## config.mk

```make
export PLATFORM = sky130hd
export DESIGN_NAME = two_channel_code_lock_core
export DESIGN_NICKNAME = d
export VERILOG_FILES = /design/src/rtl/core/tcl_pkg.sv /design/src/rtl/core/tcl_classify.sv /design/src/rtl/core/tcl_cmd_queue.sv /design/src/rtl/core/tcl_exec.sv /design/src/rtl/core/two_channel_code_lock_core.sv
export SDC_FILE = /design/constraint.sdc
export NUM_CORES = 1
export LEC_CHECK = 0
export ABC_AREA = 1
export BUFFER_PORTS_ARGS = -buffer_cell sky130_fd_sc_hd__buf_2
export CORE_MARGIN = 2
export CORE_UTILIZATION = 41
export CTS_BUF_LIST = sky130_fd_sc_hd__clkbuf_8
export DETAILED_ROUTE_END_ITERATION = 12
export PLACE_DENSITY = 0.56
export SYNTH_ARGS = -nofsm -noshare
export SYNTH_HDL_FRONTEND = slang
export SYNTH_SLANG_ARGS = --single-unit
```

## constraint.sdc

```tcl
create_clock -name clk -period 6.96 [get_ports clk]
set_clock_uncertainty 0.15 [all_clocks]
set_input_delay 0.348 -clock clk [delete_from_list [all_inputs] [get_ports clk]]
set_output_delay 0.348 -clock clk [all_outputs]
set_load 0.05 [all_outputs]
```

## src/rtl/core/tcl_pkg.sv

```systemverilog
// Shared types, constants and helper functions for the two-channel code lock.
// Used by every module under rtl/core; depends on nothing else.
package tcl_pkg;

	// Number of digits in a code; widths below follow from it.
	localparam int CODE_DIGITS = 4;
	localparam int CNT_W = $clog2(CODE_DIGITS + 1);
	localparam int IDX_W = (CODE_DIGITS > 1) ? $clog2(CODE_DIGITS) : 1;

	// Keypad characters.
	localparam logic [7:0] KEY_ZERO = 8'h30;
	localparam logic [7:0] KEY_NINE = 8'h39;
	localparam logic [7:0] KEY_STAR = 8'h2A;
	localparam logic [7:0] KEY_HASH = 8'h23;

	// Remote command bytes for the digits 0 to 9.
	localparam logic [7:0] RC_CODE_0 = 8'h16;
	localparam logic [7:0] RC_CODE_1 = 8'h0C;
	localparam logic [7:0] RC_CODE_2 = 8'h18;
	localparam logic [7:0] RC_CODE_3 = 8'h5E;
	localparam logic [7:0] RC_CODE_4 = 8'h08;
	localparam logic [7:0] RC_CODE_5 = 8'h1C;
	localparam logic [7:0] RC_CODE_6 = 8'h5A;
	localparam logic [7:0] RC_CODE_7 = 8'h42;
	localparam logic [7:0] RC_CODE_8 = 8'h52;
	localparam logic [7:0] RC_CODE_9 = 8'h4A;

	typedef enum logic [1:0] {
		MODE_WAITING  = 2'd0,
		MODE_LOCKED   = 2'd1,
		MODE_UNLOCKED = 2'd2
	} mode_t;

	typedef enum logic [3:0] {
		EV_NONE        = 4'd0,
		EV_DIGIT       = 4'd1,
		EV_CLEARED     = 4'd2,
		EV_LOCKED      = 4'd3,
		EV_TOO_FEW     = 4'd4,
		EV_FULL        = 4'd5,
		EV_KEY_IGNORED = 4'd6,
		EV_UNKNOWN     = 4'd7,
		EV_CORRECT     = 4'd8,
		EV_WRONG       = 4'd9,
		EV_RC_IGNORED  = 4'd10
	} event_t;

	// Class of a request as decided by the front end.
	typedef enum logic [2:0] {
		CMD_KEY_DIGIT,
		CMD_KEY_CLEAR,
		CMD_KEY_LOCK,
		CMD_KEY_OTHER,
		CMD_RC_DIGIT,
		CMD_RC_UNKNOWN,
		CMD_RC_REPEAT
	} cmd_class_t;

	typedef struct packed {
		cmd_class_t  cls;
		logic [3:0]  digit;
	} cmd_t;

	typedef struct packed {
		mode_t       lock_mode;
		event_t      ev;
		logic [2:0]  count;
	} res_t;

	// Maps a remote byte to {hit, digit}; hit is low for an unknown byte.
	function automatic logic [4:0] remote_lookup(input logic [7:0] code);
		logic [4:0] r;
		case (code)
			RC_CODE_0: r = {1'b1, 4'd0};
			RC_CODE_1: r = {1'b1, 4'd1};
			RC_CODE_2: r = {1'b1, 4'd2};
			RC_CODE_3: r = {1'b1, 4'd3};
			RC_CODE_4: r = {1'b1, 4'd4};
			RC_CODE_5: r = {1'b1, 4'd5};
			RC_CODE_6: r = {1'b1, 4'd6};
			RC_CODE_7: r = {1'b1, 4'd7};
			RC_CODE_8: r = {1'b1, 4'd8};
			RC_CODE_9: r = {1'b1, 4'd9};
			default:   r = 5'd0;
		endcase
		return r;
	endfunction

endpackage

```

## src/rtl/core/tcl_classify.sv

```systemverilog
// Front-end decoder: turns a raw keypad or remote request into a command class.
// Depends on tcl_pkg.
module tcl_classify
	import tcl_pkg::*;
(
	input  logic       kind,
	input  logic [7:0] key_code,
	input  logic       is_repeat,
	output cmd_t       cmd
);

	logic [4:0] rc_hit;

	assign rc_hit = remote_lookup(key_code);

	always_comb begin
		cmd.digit = 4'(key_code - KEY_ZERO);
		cmd.cls   = CMD_KEY_OTHER;
		if (kind) begin
			cmd.digit = rc_hit[3:0];
			if (is_repeat) begin
				cmd.cls = CMD_RC_REPEAT;
			end else if (rc_hit[4]) begin
				cmd.cls = CMD_RC_DIGIT;
			end else begin
				cmd.cls = CMD_RC_UNKNOWN;
			end
		end else if (key_code == KEY_STAR) begin
			cmd.cls = CMD_KEY_CLEAR;
		end else if (key_code == KEY_HASH) begin
			cmd.cls = CMD_KEY_LOCK;
		end else if (key_code inside {[KEY_ZERO:KEY_NINE]}) begin
			cmd.cls = CMD_KEY_DIGIT;
		end
	end

endmodule

```

## src/rtl/core/tcl_cmd_queue.sv

```systemverilog
// Two-entry queue of decoded commands between the front end and the executor.
// Depends on tcl_pkg.
module tcl_cmd_queue
	import tcl_pkg::*;
(
	input  logic clk,
	input  logic arst_n,
	input  logic push,
	input  cmd_t push_cmd,
	output logic full,
	input  logic pop,
	output logic valid,
	output cmd_t head
);

	cmd_t       entry_q [2];
	logic       wr_ptr_q;
	logic       rd_ptr_q;
	logic [1:0] cnt_q;
	logic       push_ok;
	logic       pop_ok;

	assign full    = (cnt_q == 2'd2);
	assign valid   = (cnt_q != 2'd0);
	assign push_ok = push && !full;
	assign pop_ok  = pop && valid;
	assign head    = entry_q[rd_ptr_q];

	always_ff @(posedge clk) begin
		if (push_ok) begin
			entry_q[wr_ptr_q] <= push_cmd;
		end
	end

	always_ff @(posedge clk or negedge arst_n) begin
		if (!arst_n) begin
			wr_ptr_q <= 1'b0;
			rd_ptr_q <= 1'b0;
			cnt_q    <= 2'd0;
		end else begin
			if (push_ok) begin
				wr_ptr_q <= !wr_ptr_q;
			end
			if (pop_ok) begin
				rd_ptr_q <= !rd_ptr_q;
			end
			if (push_ok && !pop_ok) begin
				cnt_q <= cnt_q + 2'd1;
			end else if (pop_ok && !push_ok) begin
				cnt_q <= cnt_q - 2'd1;
			end
		end
	end

	a_cnt_range: assert property (@(posedge clk) disable iff (!arst_n)
		cnt_q != 2'd3) else $error("command queue count out of range");

	a_push_grows: assert property (@(posedge clk) disable iff (!arst_n)
		(push_ok && !pop_ok) |=> (cnt_q == $past(cnt_q) + 2'd1))
		else $error("command queue lost a request");

	a_ptr_match: assert property (@(posedge clk) disable iff (!arst_n)
		((cnt_q == 2'd0) || (cnt_q == 2'd2)) |-> (wr_ptr_q == rd_ptr_q))
		else $error("command queue pointers disagree with count");

endmodule

```

## src/rtl/core/tcl_exec.sv

```systemverilog
// Back end: holds the lock state and code buffers, carries out one command per
// cycle while its two-entry output queue has room, and queues the results there. Depends on tcl_pkg.
module tcl_exec
	import tcl_pkg::*;
(
	input  logic       clk,
	input  logic       arst_n,
	input  logic       cmd_valid,
	input  cmd_t       cmd,
	output logic       cmd_pop,
	output logic       empty,
	input  logic       pop,
	output logic [1:0] lock_mode,
	output logic [3:0] event_res,
	output logic [2:0] digit_count
);

	mode_t            mode_q, mode_d;
	logic [CNT_W-1:0] kc_q, kc_d;
	logic [CNT_W-1:0] rc_q, rc_d;
	logic [3:0]       saved_code_q    [CODE_DIGITS];
	logic [3:0]       keypad_digits_q [CODE_DIGITS];
	logic [3:0]       remote_digits_q [CODE_DIGITS];
	logic [3:0]       rc_next         [CODE_DIGITS];
	logic             kp_we, rc_we, save_code, code_match;
	event_t           ev;
	logic             locked;

	res_t             res_q [2];
	logic             res_wr_q, res_rd_q;
	logic [1:0]       res_cnt_q;
	logic             res_full, res_pop;
	res_t             res_new;

	assign locked   = (mode_q == MODE_LOCKED);
	assign res_full = (res_cnt_q == 2'd2);
	assign empty    = (res_cnt_q == 2'd0);
	assign res_pop  = pop && !empty;
	assign cmd_pop  = cmd_valid && !res_full;

	// Remote buffer with the incoming digit written in, for the final compare.
	always_comb begin
		code_match = 1'b1;
		for (int i = 0; i < CODE_DIGITS; i++) begin
			rc_next[i] = (rc_q[IDX_W-1:0] == IDX_W'(i)) ? cmd.digit : remote_digits_q[i];
			if (rc_next[i] != saved_code_q[i]) begin
				code_match = 1'b0;
			end
		end
	end

	always_comb begin
		mode_d    = mode_q;
		kc_d      = kc_q;
		rc_d      = rc_q;
		kp_we     = 1'b0;
		rc_we     = 1'b0;
		save_code = 1'b0;
		ev        = EV_NONE;
		if (cmd_pop) begin
			case (cmd.cls)
				CMD_KEY_DIGIT: begin
					if (locked) begin
						ev = EV_KEY_IGNORED;
					end else if (kc_q < CNT_W'(CODE_DIGITS)) begin
						kp_we = 1'b1;
						kc_d  = kc_q + 1'b1;
						ev    = EV_DIGIT;
					end else begin
						ev = EV_FULL;
					end
				end
				CMD_KEY_CLEAR: begin
					if (locked) begin
						ev = EV_KEY_IGNORED;
					end else begin
						kc_d = '0;
						ev   = EV_CLEARED;
					end
				end
				CMD_KEY_LOCK: begin
					if (locked) begin
						ev = EV_KEY_IGNORED;
					end else if (kc_q == CNT_W'(CODE_DIGITS)) begin
						save_code = 1'b1;
						mode_d    = MODE_LOCKED;
						kc_d      = '0;
						rc_d      = '0;
						ev        = EV_LOCKED;
					end else begin
						ev = EV_TOO_FEW;
					end
				end
				CMD_KEY_OTHER: begin
					ev = locked ? EV_KEY_IGNORED : EV_NONE;
				end
				CMD_RC_DIGIT: begin
					if (!locked) begin
						ev = EV_RC_IGNORED;
					end else begin
						rc_we = 1'b1;
						if (rc_q + 1'b1 == CNT_W'(CODE_DIGITS)) begin
							rc_d = '0;
							if (code_match) begin
								mode_d = MODE_UNLOCKED;
								kc_d   = '0;
								ev     = EV_CORRECT;
							end else begin
								ev = EV_WRONG;
							end
						end else begin
							rc_d = rc_q + 1'b1;
							ev   = EV_DIGIT;
						end
					end
				end
				CMD_RC_UNKNOWN: begin
					ev = locked ? EV_UNKNOWN : EV_RC_IGNORED;
				end
				CMD_RC_REPEAT: begin
					ev = EV_RC_IGNORED;
				end
				default: begin
					ev = EV_NONE;
				end
			endcase
		end
		res_new.lock_mode = mode_d;
		res_new.ev        = ev;
		res_new.count     = (mode_d == MODE_LOCKED) ? 3'(rc_d) : 3'(kc_d);
	end

	always_ff @(posedge clk or negedge arst_n) begin
		if (!arst_n) begin
			mode_q <= MODE_WAITING;
			kc_q   <= '0;
			rc_q   <= '0;
		end else begin
			mode_q <= mode_d;
			kc_q   <= kc_d;
			rc_q   <= rc_d;
		end
	end

	always_ff @(posedge clk) begin
		if (kp_we) begin
			keypad_digits_q[kc_q[IDX_W-1:0]] <= cmd.digit;
		end
		if (rc_we) begin
			remote_digits_q <= rc_next;
		end
		if (save_code) begin
			saved_code_q <= keypad_digits_q;
		end
		if (cmd_pop) begin
			res_q[res_wr_q] <= res_new;
		end
	end

	always_ff @(posedge clk or negedge arst_n) begin
		if (!arst_n) begin
			res_wr_q  <= 1'b0;
			res_rd_q  <= 1'b0;
			res_cnt_q <= 2'd0;
		end else begin
			if (cmd_pop) begin
				res_wr_q <= !res_wr_q;
			end
			if (res_pop) begin
				res_rd_q <= !res_rd_q;
			end
			if (cmd_pop && !res_pop) begin
				res_cnt_q <= res_cnt_q + 2'd1;
			end else if (res_pop && !cmd_pop) begin
				res_cnt_q <= res_cnt_q - 2'd1;
			end
		end
	end

	assign lock_mode   = res_q[res_rd_q].lock_mode;
	assign event_res   = res_q[res_rd_q].ev;
	assign digit_count = res_q[res_rd_q].count;

	a_mode_legal: assert property (@(posedge clk) disable iff (!arst_n)
		mode_q != 2'd3) else $error("lock mode took an unused value");

	a_rc_idle: assert property (@(posedge clk) disable iff (!arst_n)
		!locked |-> (rc_q == '0)) else $error("remote digits held while not locked");

	a_kc_idle: assert property (@(posedge clk) disable iff (!arst_n)
		locked |-> (kc_q == '0)) else $error("keypad digits held while locked");

	a_rc_bound: assert property (@(posedge clk) disable iff (!arst_n)
		rc_q < CNT_W'(CODE_DIGITS)) else $error("remote count reached a full code");

	a_res_range: assert property (@(posedge clk) disable iff (!arst_n)
		res_cnt_q != 2'd3) else $error("result queue count out of range");

endmodule

```

## src/rtl/core/two_channel_code_lock_core.sv

```systemverilog
// Top level of the two-channel code lock: decoder, command queue, executor.
// Depends on tcl_pkg, tcl_classify, tcl_cmd_queue and tcl_exec.
//
// The lock takes one request per clock cycle while full is low and gives
// exactly one result per request, in order. An accepted request is decoded
// into the command queue; the executor takes it from the head when the result
// queue has room and writes its result there, ready to be popped. The
// sustained rate is one request per cycle while results are popped, set by the
// executor, which retires one command each cycle against the lock state unless
// the result queue is full. Two-entry queues on both sides of the executor let
// the request side keep pushing while a result waits to be popped; full rises
// only once both queues have filled up.
module two_channel_code_lock_core
	import tcl_pkg::*;
(
	input  logic       clk,
	input  logic       arst_n,
	input  logic       push,
	output logic       full,
	input  logic       kind,
	input  logic [7:0] key_code,
	input  logic       is_repeat,
	output logic       empty,
	input  logic       pop,
	output logic [1:0] lock_mode,
	output logic [3:0] event_res,
	output logic [2:0] digit_count
);

	cmd_t dec_cmd;
	cmd_t head_cmd;
	logic head_valid;
	logic head_pop;

	tcl_classify u_classify (
		.kind      (kind),
		.key_code  (key_code),
		.is_repeat (is_repeat),
		.cmd       (dec_cmd)
	);

	tcl_cmd_queue u_cmd_queue (
		.clk      (clk),
		.arst_n   (arst_n),
		.push     (push),
		.push_cmd (dec_cmd),
		.full     (full),
		.pop      (head_pop),
		.valid    (head_valid),
		.head     (head_cmd)
	);

	tcl_exec u_exec (
		.clk         (clk),
		.arst_n      (arst_n),
		.cmd_valid   (head_valid),
		.cmd         (head_cmd),
		.cmd_pop     (head_pop),
		.empty       (empty),
		.pop         (pop),
		.lock_mode   (lock_mode),
		.event_res   (event_res),
		.digit_count (digit_count)
	);

endmodule

```

**Yosys cells after proc, flatten, opt, wreduce, memory -nomap -nowiden**

Memory sizes are Yosys's and may differ from the RTL's.
Cells that the tools add are included.

- $add $sub $neg: 7
- Order comparisons: 5
- Eq/ne operators: 31
- Multiplexer cells: 74
- Bitwise logic cells: 1
- Reduce and logical (&&, ||, !) cells: 27

Operator list:

| cell | count |
|---|---|
| 3-bit two-way mux | 22 |
| 5-bit case mux with 10 select lines | 1 |
| 4-bit two-way mux | 12 |
| 8-bit by 7-bit equality test with 1-bit output (second input constant) | 5 |
| 4-bit case mux with 7 select lines | 1 |
| 8-bit by 5-bit equality test with 1-bit output (second input constant) | 3 |
| 2-bit two-way mux | 12 |
| 1-bit two-way mux | 21 |
| 16-bit bitwise mux | 1 |
| 8-bit by 4-bit equality test with 1-bit output (second input constant) | 2 |
| 8-bit by 6-bit equality test with 1-bit output (second input constant) | 2 |
| 4-bit != test | 4 |
| 3-bit equality test (second input constant) | 5 |
| 3-bit case mux with 4 select lines | 1 |
| 1-bit logical NOT | 11 |
| 1-bit logical AND | 10 |
| 4-bit demux with 2-bit select | 1 |
| 2-bit equality test (second input constant) | 4 |
| 8-bit by 6-bit >= comparator with 1-bit output (second input constant) | 1 |
| 8-bit by 6-bit less-or-equal comparator with 1-bit output (second input constant) | 1 |
| 3-bit by 1-bit adder with 3-bit output (second input constant) | 2 |
| 2-bit by 1-bit equality test with 1-bit output (second input constant) | 3 |
| 3-bit by 2-bit equality test with 1-bit output (second input constant) | 2 |
| 3-bit case mux with 2 select lines | 1 |
| other kinds (12) | 17 |

- Bits in registers: 64
- Bits in writable memories: 32
- Input port bits: 14
- Word-level logic and storage cells: 168
- Memories: 2

Memories:

| name | depth | bits a word | read ports | clocked after Yosys merged registers in | write ports | RTL line | source |
|---|---|---|---|---|---|---|---|
| u_exec.res_q | 2 | 9 | 1 | 0 | 1 | tcl_exec.sv:29 | `res_t res_q [2];` |
| u_cmd_queue.entry_q | 2 | 7 | 1 | 0 | 1 | tcl_cmd_queue.sv:16 | `cmd_t entry_q [2];` |

**Longest topological paths before layout**

- Depth after elaboration: 14
- Mapped depth: 19

**Modules after synthesis**

A second synthesis with hierarchy kept.

- Cell total of the unflattened synthesis: 526
- Area total of the unflattened synthesis: 4768.3 sq um

By module, submodules not included:

| module | times used | cells an instance | area each (sq um) | sequential area each (sq um) |
|---|---|---|---|---|
| tcl_exec | 1 | 384 | 3687.3 | 2282.2 |
| tcl_cmd_queue | 1 | 68 | 753.2 | 520.5 |
| tcl_classify | 1 | 74 | 327.8 | 0.0 |

**Worst setup path before layout**

OpenSTA, ideal clock, no wires.

- Path type: register -> register
- Start: reg u_exec.rc_q[1]
- End: mem u_exec.res_q[0][0] (netlist bit) (data pin)
- Arrival time: 1951 ps
- Required time: 6553 ps
- Setup slack: 4602 ps
- Cell stages (with the launch flop): 16
- Path buffers: 1
- Path through: dfrtp_1 -> inv_1 -> ha_1 -> buf_2 -> or2_2 -> nand3b_1 -> nand2_1 -> nor2_1 -> nand2_1 -> nor2_2 -> nand3_2 -> nand2_2 -> nand4_1 -> o21a_1 -> nand2_1 -> nand2_1

RTL lines:

| element | RTL line | source |
|---|---|---|
| from (decl) | tcl_exec.sv:20 | `logic [CNT_W-1:0] rc_q, rc_d;` |
| from (signal assigned) | tcl_exec.sv:141 | `rc_q <= rc_d;` |
| to (decl) | tcl_exec.sv:29 |  |

==> flow_summary.toml <==
[outcome]
status = "finished, final reports clean"

[detailed_routing]
via_count = 3384
vias_per_cell = 4.98
drtIter0Drc = 226
wire_per_inst_um = 14.4
routed_wl_mm = 9.77
dr.pass1.iters = 5
drtAntennaViolNets = 0
remaining_drc_errors = 0

[clocking]
clock-root-buffer = "clkbuf_8"
cts.clk_slew.worst_paths_ns = 0.10
cts_tree = "yes"
ctsHtreeMaxLevel = 3
clock-sinks = 96
clock_latency_ns = 0.37
numCtsBuffers = 9
ctsResizeCount = 0
cts_buffer_depth = 2

[timing]
fin_crit_ns = 2.82
post-route-period-util_pct = 40.5
finalSetupTns_ns = 0
grt_setup_unrepaired = "false"
fin_hold_ws_ns = 0.109
setup_viol = 0
worst_pin_slew_ns = 0.909
worst_slack_ns = 4.14
finalHoldViolCount = 0
max_freq_mhz = 355
maxSlewViolCount = 0
relSlewSlack_pct = 39.4

[logic_synthesis]
yosys_warnings = 0
syn-num-nets = 524
synth_top_family_by_area = "simple AND/OR/NAND/NOR gates"
synth_mux_area_share_pct = 0
netlist_instances = 499
synth_ff_type = "edfxtp_1"
synth-compound-area-share_pct = 4.90
async_flop_share_pct = 16.7
synth_xor_area_share_pct = 1.43
ys_seq_elements = 96
synth_edf_count = 80
avgSynthCellArea_sq_um = 9.67
synth_simple_gate_area_share_pct = 26.9
ys_seq_area_share_pct = 58.1
syn_area_sq_um = 4830
ys_types = 39
synthAdderAreaFrac_pct = 2.85

[global_routing]
grt_use_total_pct = 17.0
antenna_found_initial = 0
gr-total-overflow = 0
met2_usage_pct = 27.6
grt_max_degree = 20
grt.busiest_layer = "met2"
first_global_vias = 3426
met3_usage_pct = 3.73
grt_pass1_wl_mm = 16.7
use_met1_pct = 22.7

[critical_path]
cp-end-kind = "register"
startpoint_type = "register"
cp.required_ns = 6.93
cp.arrival_ns = 2.79
path_class = "register to register"
path_max_fanout = 11

[die]
boundaryPins = 25
fp.dieW_um = 113
core_area_sq_um = 11500
rows = 39
start_util_pct = 42.1
die_y_um = 113
die_area_sq_um = 12700

[power_and_ir_drop]
ir_drop_uv = 292
leakagePower_nw = 2.23
p_per_area_nw_per_um2 = 396
power_w = 0.00211

[placement]
preCtsSetupSlack_ns = 4.18
place_congestion = 0.898
io_buffers = 24
dp.final_hpwl_mm = 7.20

[min_path]
hold_path.class = "primary input to register"

[finish]
synthToLayoutAreaGrowth_pct = 10.5
nets = 556
n_antenna_cell = 0
drive_above_1_share_pct = 15.7

[job]
max_cap_viol_count = 0
## where the power goes
part / total [W] / internal (W) / switching (W)
logic: 0.000833 / 0.000218 / 0.000615
clock network: 0.000398 / 0.000202 / 0.000196
registers: 0.000881 / 0.000806 / 0.0000753
total: 0.00211 / 0.00123 / 0.000886
## flip-flops by register name, summed over array words and instances, names as in the netlist
signal / cells
u_exec.res_q: 18
u_exec.keypad_digits_q: 16
u_exec.remote_digits_q: 16
u_exec.saved_code_q: 16
u_cmd_queue.entry_q: 14
u_exec.kc_q: 3
u_exec.rc_q: 3
u_cmd_queue.cnt_q: 2
u_exec.mode_q: 2
u_exec.res_cnt_q: 2
u_cmd_queue.rd_ptr_q: 1
u_cmd_queue.wr_ptr_q: 1
u_exec.res_rd_q: 1
u_exec.res_wr_q: 1
## path summary, 6_finish.rpt
| kind | startpoint | end | slack (ns) | depth (start not counted) |
|---|---|---|---|---|
| min | kind | u_cmd_queue.entry_q[0][6]$_DFFE_PP_ | 0.11 | 1 |
| min reg2reg | u_exec.keypad_digits_q[12]$_DFFE_PP_ | u_exec.saved_code_q[12]$_DFFE_PP_ | 0.28 | 0 |
| max in group asynchronous | arst_n | u_exec.kc_q[0]$_DFF_PN0_ | 6.11 | 2 |
| max reg2reg | u_exec.rc_q[1]$_DFF_PN0_ | u_exec.res_q[1][0]$_DFFE_PP_ | 4.14 | 14 |
| max | u_exec.rc_q[1]$_DFF_PN0_ | u_exec.res_q[1][0]$_DFFE_PP_ | 4.14 | 14 |
| min in group asynchronous | arst_n | u_exec.res_cnt_q[1]$_DFFE_PN0P_ | 0.26 | 2 |
## cell type report
| class | instances | area [sq um] |
|---|---|---|
| fill | 1098 | 6130 |
| sequential | 96 | 2800 |
| multi-input combinational | 333 | 1740 |
| inverter | 65 | 251 |
| tap | 143 | 179 |
| timing repair buffer | 26 | 138 |
| clock buffer | 9 | 124 |
| clock inverter | 7 | 96.3 |
## cell families (layout without fill, tap and decap cells)
kind of cell,count (synthesis),in the layout
adder cells (fa/ha/maj),11,11
AND/OR/NAND/NOR,274,274
flip-flops,96,96
buffers and inverters,70,107
AO/OA/AOI/OAI,41,41
XOR/XNOR,7,7
## stage by stage
stage          util [%]  instance area [sq um]  std cells
2_1_floorplan         -                   4830        499
3_3_place_gp       44.5                   5100        662
3_5_place_dp       44.5                   5100        662
4_1_cts            46.5                   5330        679
5_1_grt            46.5                   5330        679
6_report           46.5                   5330        679
## cells in the mapped netlist (2+ instances only)
cell type / instances / area (sq um)
nand2_1: 131 / 492
nand3_1: 36 / 180
inv_1: 61 / 229
nor4_1: 4 / 25.0
ha_1: 11 / 138
nand3b_1: 13 / 97.6
nand4_1: 8 / 50.1
clkbuf_1: 2 / 7.51
o21ai_1: 2 / 10.0
nand2_4: 6 / 67.6
nor3_1: 6 / 30.0
a31oi_1: 4 / 25.0
or2_2: 9 / 56.3
inv_2: 2 / 7.51
xnor2_1: 2 / 17.5
nand3_2: 2 / 20.0
o21ai_2: 2 / 17.5
o21ai_0: 15 / 75.1
or2_1: 2 / 12.5
nor2_2: 4 / 25.0
dfrtp_1: 16 / 400
nor2_1: 37 / 139
edfxtp_1: 80 / 2400
xor2_1: 4 / 35.0
nand2_2: 15 / 93.8
a21oi_1: 8 / 40.0
o22ai_1: 5 / 31.3
## worst max-delay path, stage by stage (launching register included)
cell and delay, ns:
dfrtp_1 0.43, inv_1 0.11, ha_1 0.44, nand3_1 0.21, nand3b_1 0.13, nand2_1 0.06
nor2_1 0.11, nand2_1 0.09, nor2_2 0.14, nand3_2 0.12, nand2_2 0.09, nand4_1 0.13
o21a_1 0.22, nand2_1 0.06, nand2_1 0.06
## layout by cell type (no fill, tap or decap), types with 2 or more instances in the layout
cell type	n
nand4_1	8
a21oi_1	8
clkbuf_8	9
o21ai_1	2
nor2_1	37
nor3_1	6
nand3_2	2
nand3_1	36
nand2_4	6
o22ai_1	5
inv_1	61
inv_2	2
a31oi_1	4
nand3b_1	13
nand2_2	15
edfxtp_1	80
bufinv_16	2
xnor2_1	2
ha_1	11
xor2_1	4
o21ai_0	15
or2_2	9
or2_1	2
nor2_2	4
nor4_1	4
buf_2	24
nand2_1	131
o21ai_2	2
clkinvlp_4	3
dfrtp_1	16
## timing repair
item / in CTS / in global routing
buffers inserted: 0 / 0
hold buffers: 1 / 0
hold endpoints to repair: 16 / 0
## per-layer routing
metal  part of all wire [%]  wire length (um)
met1                     47              4630
met2                     47              4640
met3                    3.9               379
met4                    1.2               121
met5                      0                 0
Note: power is estimated with default switching activity, not from simulation.
